## src/sv/dtfb_pkg.sv

```systemverilog
package dtfb_pkg;

  // slots shared between the front pipeline and the request queue
  localparam int unsigned QDEPTH = 4;

  localparam logic signed [15:0] Q_ONE = 16'sd16384;

  typedef enum logic [2:0] {
    OP_WRITE      = 3'd0,
    OP_TEST_WRITE = 3'd1,
    OP_READ_PIXEL = 3'd2,
    OP_READ_DEPTH = 3'd3,
    OP_FILL       = 3'd4,
    OP_CLEAR      = 3'd5,
    OP_NOP        = 3'd6
  } op_e;

  typedef enum logic [2:0] {
    CMP_NEVER         = 3'd0,
    CMP_LESS          = 3'd1,
    CMP_EQUAL         = 3'd2,
    CMP_LESS_EQUAL    = 3'd3,
    CMP_GREATER       = 3'd4,
    CMP_NOT_EQUAL     = 3'd5,
    CMP_GREATER_EQUAL = 3'd6,
    CMP_ALWAYS        = 3'd7
  } cmp_mode_e;

  typedef enum logic [1:0] {
    B_BOOT,
    B_IDLE,
    B_EXEC,
    B_SWEEP
  } back_state_e;

  typedef struct packed {
    op_e                op;
    logic signed [15:0] depth;
    logic [23:0]        colour;
  } cmd_t;

  function automatic logic signed [15:0] sat_q(input logic signed [15:0] v);
    logic signed [15:0] r;
    r = v;
    if (v > Q_ONE) r = Q_ONE;
    if (v < -Q_ONE) r = -Q_ONE;
    return r;
  endfunction

  function automatic logic depth_pass(input cmp_mode_e mode,
                                      input logic signed [15:0] inc,
                                      input logic signed [15:0] st);
    logic p;
    unique case (mode)
      CMP_NEVER:         p = 1'b0;
      CMP_LESS:          p = inc < st;
      CMP_EQUAL:         p = inc == st;
      CMP_LESS_EQUAL:    p = inc <= st;
      CMP_GREATER:       p = inc > st;
      CMP_NOT_EQUAL:     p = inc != st;
      CMP_GREATER_EQUAL: p = inc >= st;
      CMP_ALWAYS:        p = 1'b1;
      default:           p = 1'b0;
    endcase
    return p;
  endfunction

endpackage

```

## src/sv/dtfb_front.sv

```systemverilog
module dtfb_front
  import dtfb_pkg::*;
#(
  parameter int FB_WIDTH  = 64,
  parameter int FB_HEIGHT = 64
) (
  input  logic                                   clk_i,
  input  logic                                   rst_ni,
  input  logic                                   accept_i,
  input  logic [2:0]                             opcode_i,
  input  logic signed [15:0]                     x_pos_i,
  input  logic signed [15:0]                     y_pos_i,
  input  logic signed [15:0]                     depth_in_i,
  input  logic [7:0]                             red_in_i,
  input  logic [7:0]                             green_in_i,
  input  logic [7:0]                             blue_in_i,
  output logic                                   push_o,
  output cmd_t                                   push_cmd_o,
  output logic [$clog2(FB_WIDTH*FB_HEIGHT)-1:0]  push_addr_o,
  output logic [1:0]                             occupancy_o
);

  localparam int CW   = $clog2(FB_WIDTH);
  localparam int RW   = $clog2(FB_HEIGHT);
  localparam int AW   = $clog2(FB_WIDTH * FB_HEIGHT);
  localparam int PW_X = CW + 16;
  localparam int PW_Y = RW + 16;
  localparam logic [CW-1:0] W_M1 = CW'(FB_WIDTH - 1);
  localparam logic [RW-1:0] H_M1 = RW'(FB_HEIGHT - 1);

  // stage 1: saturate, classify, scale both axes
  logic signed [15:0] xs, ys;
  logic [15:0]        ux, uy;
  logic [PW_X-1:0]    prod_x;
  logic [PW_Y-1:0]    prod_y;
  cmd_t               cmd_d;

  logic               s1_valid_q;
  cmd_t               s1_cmd_q;
  logic [CW-1:0]      s1_col_q;
  logic [RW-1:0]      s1_r_q;

  logic               s2_valid_q;
  cmd_t               s2_cmd_q;
  logic [AW-1:0]      s2_addr_q;

  logic [RW-1:0]      row;
  logic [AW-1:0]      addr_d;

  always_comb begin
    xs = sat_q(x_pos_i);
    ys = sat_q(y_pos_i);
    ux = 16'(17'(xs) + 17'(Q_ONE));
    uy = 16'(17'(ys) + 17'(Q_ONE));
    prod_x = PW_X'(ux) * PW_X'(W_M1);
    prod_y = PW_Y'(uy) * PW_Y'(H_M1);
    cmd_d.op     = (opcode_i <= 3'(OP_CLEAR)) ? op_e'(opcode_i) : OP_NOP;
    cmd_d.depth  = sat_q(depth_in_i);
    cmd_d.colour = {red_in_i, green_in_i, blue_in_i};
  end

  // stage 2: flip the row (row 0 is the top) and form the linear address
  assign row    = H_M1 - s1_r_q;
  assign addr_d = AW'(AW'(row) * AW'(FB_WIDTH)) + AW'(s1_col_q);

  always_ff @(posedge clk_i or negedge rst_ni) begin
    if (!rst_ni) begin
      s1_valid_q <= 1'b0;
      s2_valid_q <= 1'b0;
    end else begin
      s1_valid_q <= accept_i;
      s2_valid_q <= s1_valid_q;
    end
  end

  always_ff @(posedge clk_i) begin
    s1_cmd_q  <= cmd_d;
    s1_col_q  <= prod_x[PW_X-2:15];
    s1_r_q    <= prod_y[PW_Y-2:15];
    s2_cmd_q  <= s1_cmd_q;
    s2_addr_q <= addr_d;
  end

  // a queue slot is reserved at acceptance, so stage 2 always pushes
  assign push_o      = s2_valid_q;
  assign push_cmd_o  = s2_cmd_q;
  assign push_addr_o = s2_addr_q;
  assign occupancy_o = 2'(s1_valid_q) + 2'(s2_valid_q);

endmodule

```

## config.mk

```make
export PLATFORM = sky130hd
export DESIGN_NAME = dtfb_front
export DESIGN_NICKNAME = d
export VERILOG_FILES = /design/src/sv/dtfb_pkg.sv /design/src/sv/dtfb_front.sv
export SDC_FILE = /design/constraint.sdc
export NUM_CORES = 1
export LEC_CHECK = 0
export BUFFER_PORTS_ARGS = -buffer_cell sky130_fd_sc_hd__buf_2
export CAP_MARGIN = 20
export CORE_ASPECT_RATIO = 1.25
export CORE_MARGIN = 5
export CORE_UTILIZATION = 40
export CTS_CLUSTER_SIZE = 28
export DETAILED_ROUTE_END_ITERATION = 16
export GPL_TIMING_DRIVEN = 0
export HOLD_SLACK_MARGIN = 0.06
export PLACE_DENSITY = 0.63
export SYNTH_ARGS = -nofsm -noshare
export SYNTH_HDL_FRONTEND = slang
export SYNTH_SLANG_ARGS = --single-unit
export TNS_END_PERCENT = 100
```

## constraint.sdc

```tcl
create_clock -name clk_i -period 1.4 [get_ports clk_i]
set_clock_uncertainty 0.1 [all_clocks]
set_input_delay 0.28 -clock clk_i [delete_from_list [all_inputs] [get_ports clk_i]]
set_output_delay 0.28 -clock clk_i [all_outputs]
set_load 0.005 [all_outputs]
```

==> impl_metrics.json <==
{
  "end_kind": "register",
  "path_class": "in -> reg",
  "layout_min_cycle_time_ns": 4.33,
  "synthFlopType": "dfxtp_1",
  "areaGrowthSynthToFinish_pct": 38.8,
  "grt_pass1_vias": 5175,
  "dr.pass1.iters": 4,
  "drive_above_1_share": 0.363,
  "ios": 136,
  "die_area_mm2": 0.0185,
  "synthArstFlopShare": 0.0179,
  "wire_per_inst_um": 13.2,
  "antenna_found_initial": 0,
  "clock_latency_ns": 0.33,
  "n_antenna_cell": 0,
  "rsz0062_at_grt": "true",
  "start_util": 0.408,
  "final_core_utilization": 0.566,
  "hold_class": "in -> reg",
  "grt-ovfl-total": 0,
  "tns_ns": -32.65,
  "vias": 4598,
  "cts_root_buf": "clkbuf_16",
  "irDropWorstVdd_uv": 809,
  "syn-num-nets": 816,
  "grt_usage": 0.148,
  "port_buffers": 135,
  "finalHoldViolations": 0,
  "via_per_inst": 4.51,
  "syn_avg_cell_area_um2": 10.5,
  "cts_tree": "yes",
  "gp_congestion": 0.824,
  "maxCapViolations": 0,
  "die_h_um": 151,
  "drc_errors": 0,
  "grt_max_degree": 22,
  "htree_num_levels": 3,
  "drv_slew": 0,
  "ys_ff_latch": 112,
  "postSynthCellCount": 605,
  "finalWirelength_mm": 13.4,
  "fmax_mhz": 231,
  "worstPathMaxFanout": 8,
  "powerDensity_mw_per_mm2": 1620,
  "worst_setup_path_start_kind": "input pin",
  "max_slew_margin": 0.759,
  "die-width_um": 123,
  "period_share": 3.09,
  "worst_slack_ns": -2.93,
  "ys_seq_area_frac": 0.355,
  "p_leak_nw": 4.30,
  "synth_edf_count": 0,
  "synth.distinct_cells": 45,
  "cp.arrival_ns": 4.46,
  "finalNetCount": 1013,
  "syn_area_mm2": 0.00635,
  "max-clock-path-buffers": 2,
  "setup_viol": 14,
  "rows": 51,
  "worstPathRequired_ns": 1.53,
  "outcome": "complete, but fails checks",
  "tightest_slew_ns": 0.360,
  "final_antenna_net_count": 0,
  "clk_pin_slew_ns": 0.07,
  "dp_hpwl_mm": 10.9,
  "core_mm2": 0.0156,
  "drt-initial-drc-count": 87,
  "ys_warn_count": 0,
  "cts-buffers-inserted": 9,
  "clock-sinks": 112,
  "place_ws_ns": -3.50,
  "report.power.total_w": 0.0142,
  "grt_pass1_wl_mm": 22.3,
  "violations": "setup timing"
}
==> layout make-up <==
| type | count | area (um^2) |
|---|---|---|
| fillers | 1378 | 6750 |
| clock inverters | 7 | 101 |
| flip-flops and latches | 112 | 2250 |
| repair buffers | 189 | 1290 |
| plain buffers | 5 | 37.5 |
| well taps | 212 | 265 |
| clock buffers | 9 | 225 |
| multi-input cells | 330 | 4060 |
| inverters | 155 | 584 |
==> cell families after synthesis <==
kind of cell	count (synthesis)	share of synthesized area
buffers and inverters	163	0.0969
adder cells (fa/ha/maj)	133	0.352
flip-flops	112	0.355
AND/OR/NAND/NOR	108	0.0961
AO/OA/AOI/OAI	67	0.0692
XOR/XNOR	19	0.0262
multiplexers	3	0.00512
==> Yosys cell counts, drive strengths merged, types with 2 or more instances <==
cell | n | area, um^2
a21o | 9 | 67.6
nor3b | 2 | 15.0
o21ai | 11 | 55.1
nor4 | 10 | 68.8
ha | 57 | 713
buf | 2 | 10.0
a211oi | 4 | 30.0
xor2 | 10 | 87.6
a21oi | 26 | 138
dfrtp | 2 | 50.1
a31oi | 3 | 18.8
nand3 | 9 | 45.0
fa | 76 | 1520
nor3 | 2 | 10.0
nand4 | 7 | 43.8
inv | 155 | 582
mux2 | 2 | 22.5
clkbuf | 6 | 23.8
nor2b | 2 | 12.5
and2 | 42 | 263
nor2 | 13 | 48.8
xnor2 | 9 | 78.8
o31a | 2 | 17.5
nand2 | 15 | 56.3
nand3b | 2 | 15.0
dfxtp | 110 | 2200
o21bai | 3 | 26.3
==> layout by cell type (no fill, tap or decap), types with 11 or more instances in the layout <==
master and n:
inv_2 25, fa_1 73, buf_6 13, dlygate4sd3_1 36
a21oi_2 11, and2_4 20, inv_1 129, ha_1 36
nand2_1 11, and2_1 21, ha_4 18, a21oi_1 14
buf_4 17, dfxtp_1 110, buf_2 120, nor2_1 12
==> layer usage <==
metal,part of all wire,track usage,vias to the layer above
met3,0.034,0.0213,12
met4,0.011,0.0370,0
li1,-,-,2265
met5,0,0,-
met2,0.58,0.297,91
met1,0.37,0.159,2230
==> state kept, by name, summed over array words and instances, names as in the netlist <==
signal / cells
push_cmd_o: 43
s1_valid_q: 1
push_addr_o: 12
s1_r_q: 6
push_o: 1
s1_cmd_q: 43
s1_col_q: 6
==> power breakdown <==
group	leakage (nW)	total (W)	switching [W]	internal, W
clock	0.158	0.00261	0.00117	0.00144
combinational	3.19	0.00778	0.00404	0.00374
sequential	0.948	0.00386	0.000139	0.00372
total	4.30	0.0142	0.00535	0.00890
==> path summary, 6_finish.rpt <==
path	startpoint	end	slack, ns	cells after the start
max in group asynchronous	rst_ni	push_o	0.93	2
worst max register to register	s1_valid_q	push_o	0.51	2
worst max-delay path	y_pos_i[6]	s1_r_q[4]	-2.93	19
min in group asynchronous	rst_ni	s1_valid_q	0.17	2
worst min register to register	s1_cmd_q[5]	push_cmd_o[5]	0.23	0
worst min-delay path	depth_in_i[7]	s1_cmd_q[31]	0.06	2
==> metrics by stage <==
stage	area, um^2	hold slack (ns)	cells
2_1_floorplan	6660	-0.116	605
3_3_place_gp	7600	-0.0359	952
3_5_place_dp	7600	-0.0309	952
4_1_cts	8670	0.0607	1017
5_1_grt	8820	0.0635	1019
6_report	8820	0.0649	1019
==> critical path: stages <==
cell,delay (ns)
buf_2,0.12
nor4_4,0.26
nand4_1,0.18
a21oi_4,0.30
buf_8,0.16
and2_4,0.17
inv_2,0.04
fa_1,0.51
inv_2,0.06
fa_1,0.52
inv_1,0.05
fa_1,0.50
inv_2,0.05
ha_4,0.22
nand4_1,0.15
a2111oi_2,0.07
or3_4,0.43
o31a_1,0.26
xor2_1,0.14
==> repair_timing <==
item,in CTS,in global routing
setup endpoints to repair,14,24
pin swaps,61,28
cloned,2,0
resized for setup,67,29
hold buffers,35,1
hold endpoints to repair,36,1
buffers inserted,13,4
(Power assumes the default switching activity.)
