==> src/sv/dtfb_queue.sv <==
module dtfb_queue #(
  parameter int DW    = 8,
  parameter int DEPTH = 4
) (
  input  logic                       clk_i,
  input  logic                       rst_ni,
  input  logic                       push_i,
  input  logic [DW-1:0]              push_data_i,
  input  logic                       pop_i,
  output logic [DW-1:0]              head_o,
  output logic                       empty_o,
  output logic [$clog2(DEPTH+1)-1:0] count_o
);

  localparam int PW = $clog2(DEPTH);
  localparam int CNW = $clog2(DEPTH + 1);

  logic [DW-1:0]  slot_q [DEPTH];
  logic [PW-1:0]  wr_ptr_q, rd_ptr_q;
  logic [CNW-1:0] count_q;

  always_ff @(posedge clk_i or negedge rst_ni) begin
    if (!rst_ni) begin
      wr_ptr_q <= '0;
      rd_ptr_q <= '0;
      count_q  <= '0;
    end else begin
      if (push_i) begin
        wr_ptr_q <= (wr_ptr_q == PW'(DEPTH - 1)) ? '0 : wr_ptr_q + 1'b1;
      end
      if (pop_i) begin
        rd_ptr_q <= (rd_ptr_q == PW'(DEPTH - 1)) ? '0 : rd_ptr_q + 1'b1;
      end
      count_q <= count_q + CNW'(push_i) - CNW'(pop_i);
    end
  end

  always_ff @(posedge clk_i) begin
    if (push_i) begin
      slot_q[wr_ptr_q] <= push_data_i;
    end
  end

  assign head_o  = slot_q[rd_ptr_q];
  assign empty_o = (count_q == '0);
  assign count_o = count_q;

endmodule

==> config.mk <==
export PLATFORM = sky130hd
export DESIGN_NAME = dtfb_queue
export DESIGN_NICKNAME = d
export VERILOG_FILES = /design/src/sv/dtfb_queue.sv
export SDC_FILE = /design/constraint.sdc
export NUM_CORES = 1
export LEC_CHECK = 0
export BUFFER_PORTS_ARGS = -buffer_cell sky130_fd_sc_hd__buf_4
export CAP_MARGIN = 15
export CORE_UTILIZATION = 34
export DETAILED_ROUTE_END_ITERATION = 10
export GPL_ROUTABILITY_DRIVEN = 0
export PLACE_DENSITY_LB_ADDON = 0.1
export REMOVE_ABC_BUFFERS = 1
export SLEW_MARGIN = 15
export SYNTH_ARGS = -nofsm -noshare
export SYNTH_HDL_FRONTEND = slang
export SYNTH_SLANG_ARGS = --single-unit
==> constraint.sdc <==
create_clock -name clk_i -period 5.3 [get_ports clk_i]
set_clock_uncertainty 0.1 [all_clocks]
set_input_delay 1.06 -clock clk_i [delete_from_list [all_inputs] [get_ports clk_i]]
set_output_delay 1.06 -clock clk_i [all_outputs]
set_load 0.03 [all_outputs]
==> results of run 1 <==
-- cell type report --
class                   instances  share of cell area (%)
well taps                      52                    3.49
flip-flops and latches         39                    61.0
clock inverters                 1                   0.269
clock buffers                   7                    4.10
multi-input cells              30                    20.6
inverters                       6                    1.21
repair buffers                 23                    9.27
-- stage by stage --
step	setup WS, ps	hold WS, ps	area, um2	total power, uW	std cells
3_3_place_gp	2610	455	1780	861	150
2_1_floorplan	2860	465	1540	730	75
5_1_grt	2190	450	1860	1110	158
6_report	2320	467	1860	1040	158
3_5_place_dp	2600	474	1780	870	150
4_1_cts	2270	461	1860	1060	158
-- state kept, by name, summed over array words and instances (netlist names) --
| register | count |
|---|---|
| slot_q | 32 |
| rd_ptr_q | 2 |
| wr_ptr_q | 2 |
| count_o | 3 |
-- final timing paths --
path / startpoint / to
worst min register to register: count_o[1] / count_o[2]
min in group clk_i: count_o[1] / count_o[2]
worst max-delay path: rd_ptr_q[0] / head_o[2]
worst min-delay path: rst_ni / rd_ptr_q[0]
worst max register to register: count_o[0] / count_o[2]
max in group asynchronous: rst_ni / count_o[2]
-- worst max-delay path: stages (launching register included) --
cell                      delay [ps]
sky130_fd_sc_hd__dfrtp_1         750
sky130_fd_sc_hd__mux4_2          590
sky130_fd_sc_hd__buf_4           180
-- metal layers --
layer	up-vias	wire, um	global-route usage, %
li1	349	-	-
met2	16	1250	18.3
met4	0	57	6.00
met3	5	136	5.81
met5	-	0	0
met1	372	1110	14.9
-- cells by family (layout without fill, tap and decap cells) --
family	Yosys count	after routing	share of synthesized area, %
xor+xnor	2	2	1.12
simple gates	8	8	2.97
compound gates	2	2	0.642
mux	10	10	13.0
fa+ha+maj	8	8	6.90
buf+inv	8	37	2.49
flops	39	39	72.9
-- power by group through the flow --
stage	combinational [uW]	clock (uW)	sequential, uW
detailed placement	390	0	480
global placement	384	0	476
floorplan	250	0	480
global route	418	211	482
finish	383	189	470
CTS	391	196	473
-- synthesized netlist by cell type --
cell,count
sky130_fd_sc_hd__mux2_2,2
sky130_fd_sc_hd__buf_2,1
sky130_fd_sc_hd__fa_1,1
sky130_fd_sc_hd__dfrtp_1,7
sky130_fd_sc_hd__or3b_1,1
sky130_fd_sc_hd__ha_1,7
sky130_fd_sc_hd__nor3_1,1
sky130_fd_sc_hd__nand2_1,1
sky130_fd_sc_hd__xnor2_1,2
sky130_fd_sc_hd__inv_1,6
sky130_fd_sc_hd__o21ai_0,2
sky130_fd_sc_hd__mux4_2,8
sky130_fd_sc_hd__nor2_1,1
sky130_fd_sc_hd__edfxtp_1,32
sky130_fd_sc_hd__and2_1,4
sky130_fd_sc_hd__buf_6,1
==> out/results.md, run 1 <==
| Parameter | Reported |
|---|---|
| Number of cell rows | 24 |
| CTS H-tree depth | 2 |
| Synthesized instance count | 77 |
| Sequential-to-total area share from yosys stat | 72.9% |
| Final-report max-slew violation count | 0 |
| Clock input transition at the sequential cells of the worst setup and hold paths | 70 ps |
| Remaining number of nets flagged by the antenna check after routing | 0 |
| Share of total power consumed by net switching | 35.3% |
| Setup violation total in the final timing report | 0 |
| Initial cell density of the core | 35.6% |
| Leakage | 0.000704 uW |
| Number of max-cap violations | 0 |
| Classification of the worst-slack hold path | in2async |
| Syn Area/Cell | 20.2 um2 |
| Total wire length | 2.55 mm |
| Transition time at the pin with the least slew margin | 631 ps |
| Area of the mapped netlist | 1560 um2 |
| Top Ports | 24 |
| Overall global routing resource usage | 12.3% |
| Worst endpoint required time | 4140 ps |
| Top cell type's share of synthesized area | 61.6% |
| Part of the power in combinational logic | 36.8% |
| Average via count per standard cell | 4.70 |
| Total of fill cells in the finished design | 395 |
| Clk Latency, worst-skew pair | 290 ps |
| Final standard cell utilization of the core | 42.5% |
| Routed wire length per instance | 16.1 um |
| Initial antenna violation count | 0 |
| Distinct cell type count of the synthesized netlist | 16 |
| Kind of end point of the critical path | primary output |
| Max Fanout on Critical Path | 11 |
| Worst rel slew slack | 57.9% |
| Most common cell after layout, fill and taps aside | sky130_fd_sc_hd__edfxtp_1 |
| Sequential power share | 45.1% |
| Die area | 4860 um2 |
| Cell Int Power | 674 uW |
| Detailed Place HPWL | 1.72 mm |
| Largest cells by area after synthesis | sky130_fd_sc_hd__edfxtp_1 62%, sky130_fd_sc_hd__mux4_2 12%, sky130_fd_sc_hd__dfrtp_1 11%, sky130_fd_sc_hd__ha_1 5.6%, sky130_fd_sc_hd__and2_1 1.6% |
| Post-detailed-route DRC marker count | 0 |
| Pin count of the biggest net entering global routing | 12 |
| DR vias | 742 |
| Upper clock frequency limit | 336 MHz |
| Number of hold buffers added after CTS | 0 |
| Clock network fraction of design power | 18.1% |
| Post-CTS resize count | 0 |
| Ys Warns | 0 |
| Unrepaired setup endpoints after global routing | false |
| Final antenna diode count | 0 |
| TritonCTS buffer count | 5 |
| Run status | complete, no violations |
| Die X-Extent | 69.7 um |
| Synth area leader | sky130_fd_sc_hd__edfxtp_1 |
| Root buffer selected by CTS | sky130_fd_sc_hd__clkbuf_8 |
| P per Cell Area | 560 nW/um2 |
| Die Height | 69.7 um |
| Net count of the finished layout | 125 |
| Sort of element at the start of the critical path | flip-flop |
| TritonCTS clock tree | yes |
| Wire length of the first global-routing pass | 4.17 mm |
| Reg-to-reg slack, setup | 3520 ps |
| Number of cell instances on the worst register-to-register path | 8 |
| Initial DRC Count | 46 |
| Port Buffer Count | 23 |
| Multi-input logic area | 384 um2 |
| Area of the core | 4380 um2 |
| Setup TNS | 0 ps |
| # Post-CTS Setup Buffers | 0 |
| Number of global-route vias before repair | 809 |
| Category of the critical setup timing path | reg2out |
| Flops & latches, synth | 39 |
| Final hold vios | 0 |
| Final global-route overflow total | 0 |
| Layout overhead on the synthesized area | 19.4% |
| Highest-count cells in the layout ignoring fill and taps | 32 x sky130_fd_sc_hd__edfxtp_1, 23 x sky130_fd_sc_hd__buf_4, 8 x sky130_fd_sc_hd__mux4_2, 7 x sky130_fd_sc_hd__ha_1, 7 x sky130_fd_sc_hd__dfrtp_1 |
| Net switching power | 368 uW |
| Sink count of the clock tree | 39 |
| Register area | 1140 um2 |
| Shortest clock period the worst path allows after layout | 2980 ps |
| Final clock period utilization by the worst path | 56.1% |
| VDD IR-drop max | 173 uV |
| Arr. time, crit path | 1820 ps |
| Detailed-router iteration count before antenna repair | 4 |
| Clock Tree Buf Depth | 2 |
| Proportion of layout cells with a drive suffix above 1 | 36.8% |
No activity file was read; power rests on OpenSTA's default activity.
==> run 2: changes to the inputs <==
- clock period: 5.3 -> 2.6 ns (I/O delays scaled with it)
==> out/results.md, run 2 (synthesized netlist as in run 1, its figures left out) <==
| Parameter | Reported |
|---|---|
| Area of the core | 4380 um2 |
| Total of fill cells in the finished design | 393 |
| Launch point of the worst path | rd_ptr_q[0] |
| P per Cell Area | 1130 nW/um2 |
| Initial DRC Count | 30 |
| Placed Cells | 150 |
| Unrepaired setup endpoints after global routing | false |
| Remaining number of nets flagged by the antenna check after routing | 0 |
| # Post-CTS Setup Buffers | 0 |
| Proportion of layout cells with a drive suffix above 1 | 36.4% |
| Classification of the worst-slack hold path | in2reg |
| Initial antenna violation count | 0 |
| Highest-count cells in the layout ignoring fill and taps | 32 x sky130_fd_sc_hd__edfxtp_1, 23 x sky130_fd_sc_hd__buf_4, 8 x sky130_fd_sc_hd__mux4_2, 7 x sky130_fd_sc_hd__ha_1, 7 x sky130_fd_sc_hd__dfrtp_1 |
| Port Buffer Count | 23 |
| Post-CTS resize count | 0 |
| Upper clock frequency limit | 412 MHz |
| Worst rel slew slack | 58.6% |
| Number of cell rows | 24 |
| Largest Register | slot_q |
| Reg-to-reg slack, setup | 820 ps |
| Total wire length | 2.55 mm |
| TritonCTS buffer count | 5 |
| Max Fanout on Critical Path | 11 |
| Arr. time, crit path | 1810 ps |
| Clock Tree Buf Depth | 2 |
| Net count of the finished layout | 126 |
| Routed wire length per instance | 16.1 um |
| Average via count per standard cell | 4.71 |
| Worst endpoint required time | 1980 ps |
| Number of flip-flops under the largest register name | 32 |
| Top Ports | 24 |
| Setup slack of the critical path after layout | 173 ps |
| Number of cell instances on the worst register-to-register path | 8 |
| Run status | complete, no violations |
| CTS H-tree depth | 2 |
| Sink count of the clock tree | 39 |
| Category of the critical setup timing path | reg2out |
| Setup violation total in the final timing report | 0 |
| TritonCTS clock tree | yes |
| Layout overhead on the synthesized area | 20.1% |
| Most common cell after layout, fill and taps aside | sky130_fd_sc_hd__edfxtp_1 |
| R2r endpoint | count_o[2] |
| Post-detailed-route DRC marker count | 0 |
| Leakage | 0.000708 uW |
| Kind of end point of the critical path | primary output |
| Root buffer selected by CTS | sky130_fd_sc_hd__clkbuf_8 |
| Final global-route overflow total | 0 |
| Setup TNS | 0 ps |
| Post-place setup slack | 436 ps |
| Die area | 4860 um2 |
| Multi-input logic area | 384 um2 |
| Die Height | 69.7 um |
| Pin count of the biggest net entering global routing | 12 |
| End point of the critical path | head_o[2] |
| Non-filler instance count after layout | 159 |
| Launch instance of the worst register-to-register path | count_o[0] |
| Die X-Extent | 69.7 um |
| VDD IR-drop max | 380 uV |
| Clock input transition at the sequential cells of the worst setup and hold paths | 70 ps |
| Final antenna diode count | 0 |
| Overall global routing resource usage | 12.3% |
| Initial cell density of the core | 35.6% |
| Number of max-cap violations | 0 |
| Number of global-route vias before repair | 806 |
| Sort of element at the start of the critical path | flip-flop |
| Smallest hold slack | 330 ps |
| Final clock period utilization by the worst path | 93.3% |
| Detailed-router iteration count before antenna repair | 4 |
| Register area | 1140 um2 |
| Final-report max-slew violation count | 0 |
| Final hold vios | 0 |
| DR vias | 749 |
| Clk Latency, worst-skew pair | 290 ps |
| Shortest clock period the worst path allows after layout | 2430 ps |
| Detailed Place HPWL | 1.71 mm |
| Wire length of the first global-routing pass | 4.16 mm |
| Transition time at the pin with the least slew margin | 621 ps |
run 2: final cells by class:
cell class              count  area share (%)
multi-input cells          30            20.5
inverters                   6            1.20
well taps                  52            3.48
repair buffers             24            9.76
clock inverters             1           0.267
clock buffers               7            4.08
flip-flops and latches     39            60.7
run 2: routing by layer:
metal	up-vias	global-route usage (%)	wire length, um
met5	-	0	0
met2	16	18.2	1280
li1	350	-	-
met1	378	15.2	1090
met4	0	6.00	53
met3	5	5.52	127
run 2: worst min-delay path by stage:
stage / slack, ps / cells after the start / startpoint / to
final: 330 / 1 / push_data_i[0] / slot_q[3][0]
after global routing: 310 / 1 / push_data_i[6] / slot_q[1][6]
after CTS: 320 / 1 / push_data_i[0] / slot_q[3][0]
after detailed placement: 240 / 1 / rst_ni / count_o[1]
after global placement: 240 / 1 / rst_ni / count_o[2]
after floorplan: 120 / 0 / rst_ni / count_o[0]
run 2: timing repair:
item | in CTS | in global routing
endpoints found under the setup margin | 0 | 0
hold buffers | 1 | 0
hold endpoints to repair | 7 | 0
run 2: critical path, stage by stage (launching register included):
cell                      delay [ps]
sky130_fd_sc_hd__dfrtp_1         740
sky130_fd_sc_hd__mux4_2          590
sky130_fd_sc_hd__buf_4           180
run 2: stage by stage:
stage               util [%]  instance area [um2]  total power (uW)
finish                  42.7                 1870              2120
global route            42.7                 1870              2270
CTS                     42.7                 1870              2160
detailed placement      40.6                 1780              1770
global placement        40.6                 1780              1750
floorplan                  -                 1540              1490
run 2: report_power, final:
| group | leakage, uW | switching [uW] | internal, uW |
|---|---|---|---|
| Clock | 0.0000422 | 196 | 188 |
| Combinational | 0.000289 | 419 | 364 |
| Sequential | 0.000377 | 133 | 823 |
| Total | 0.000708 | 748 | 1380 |
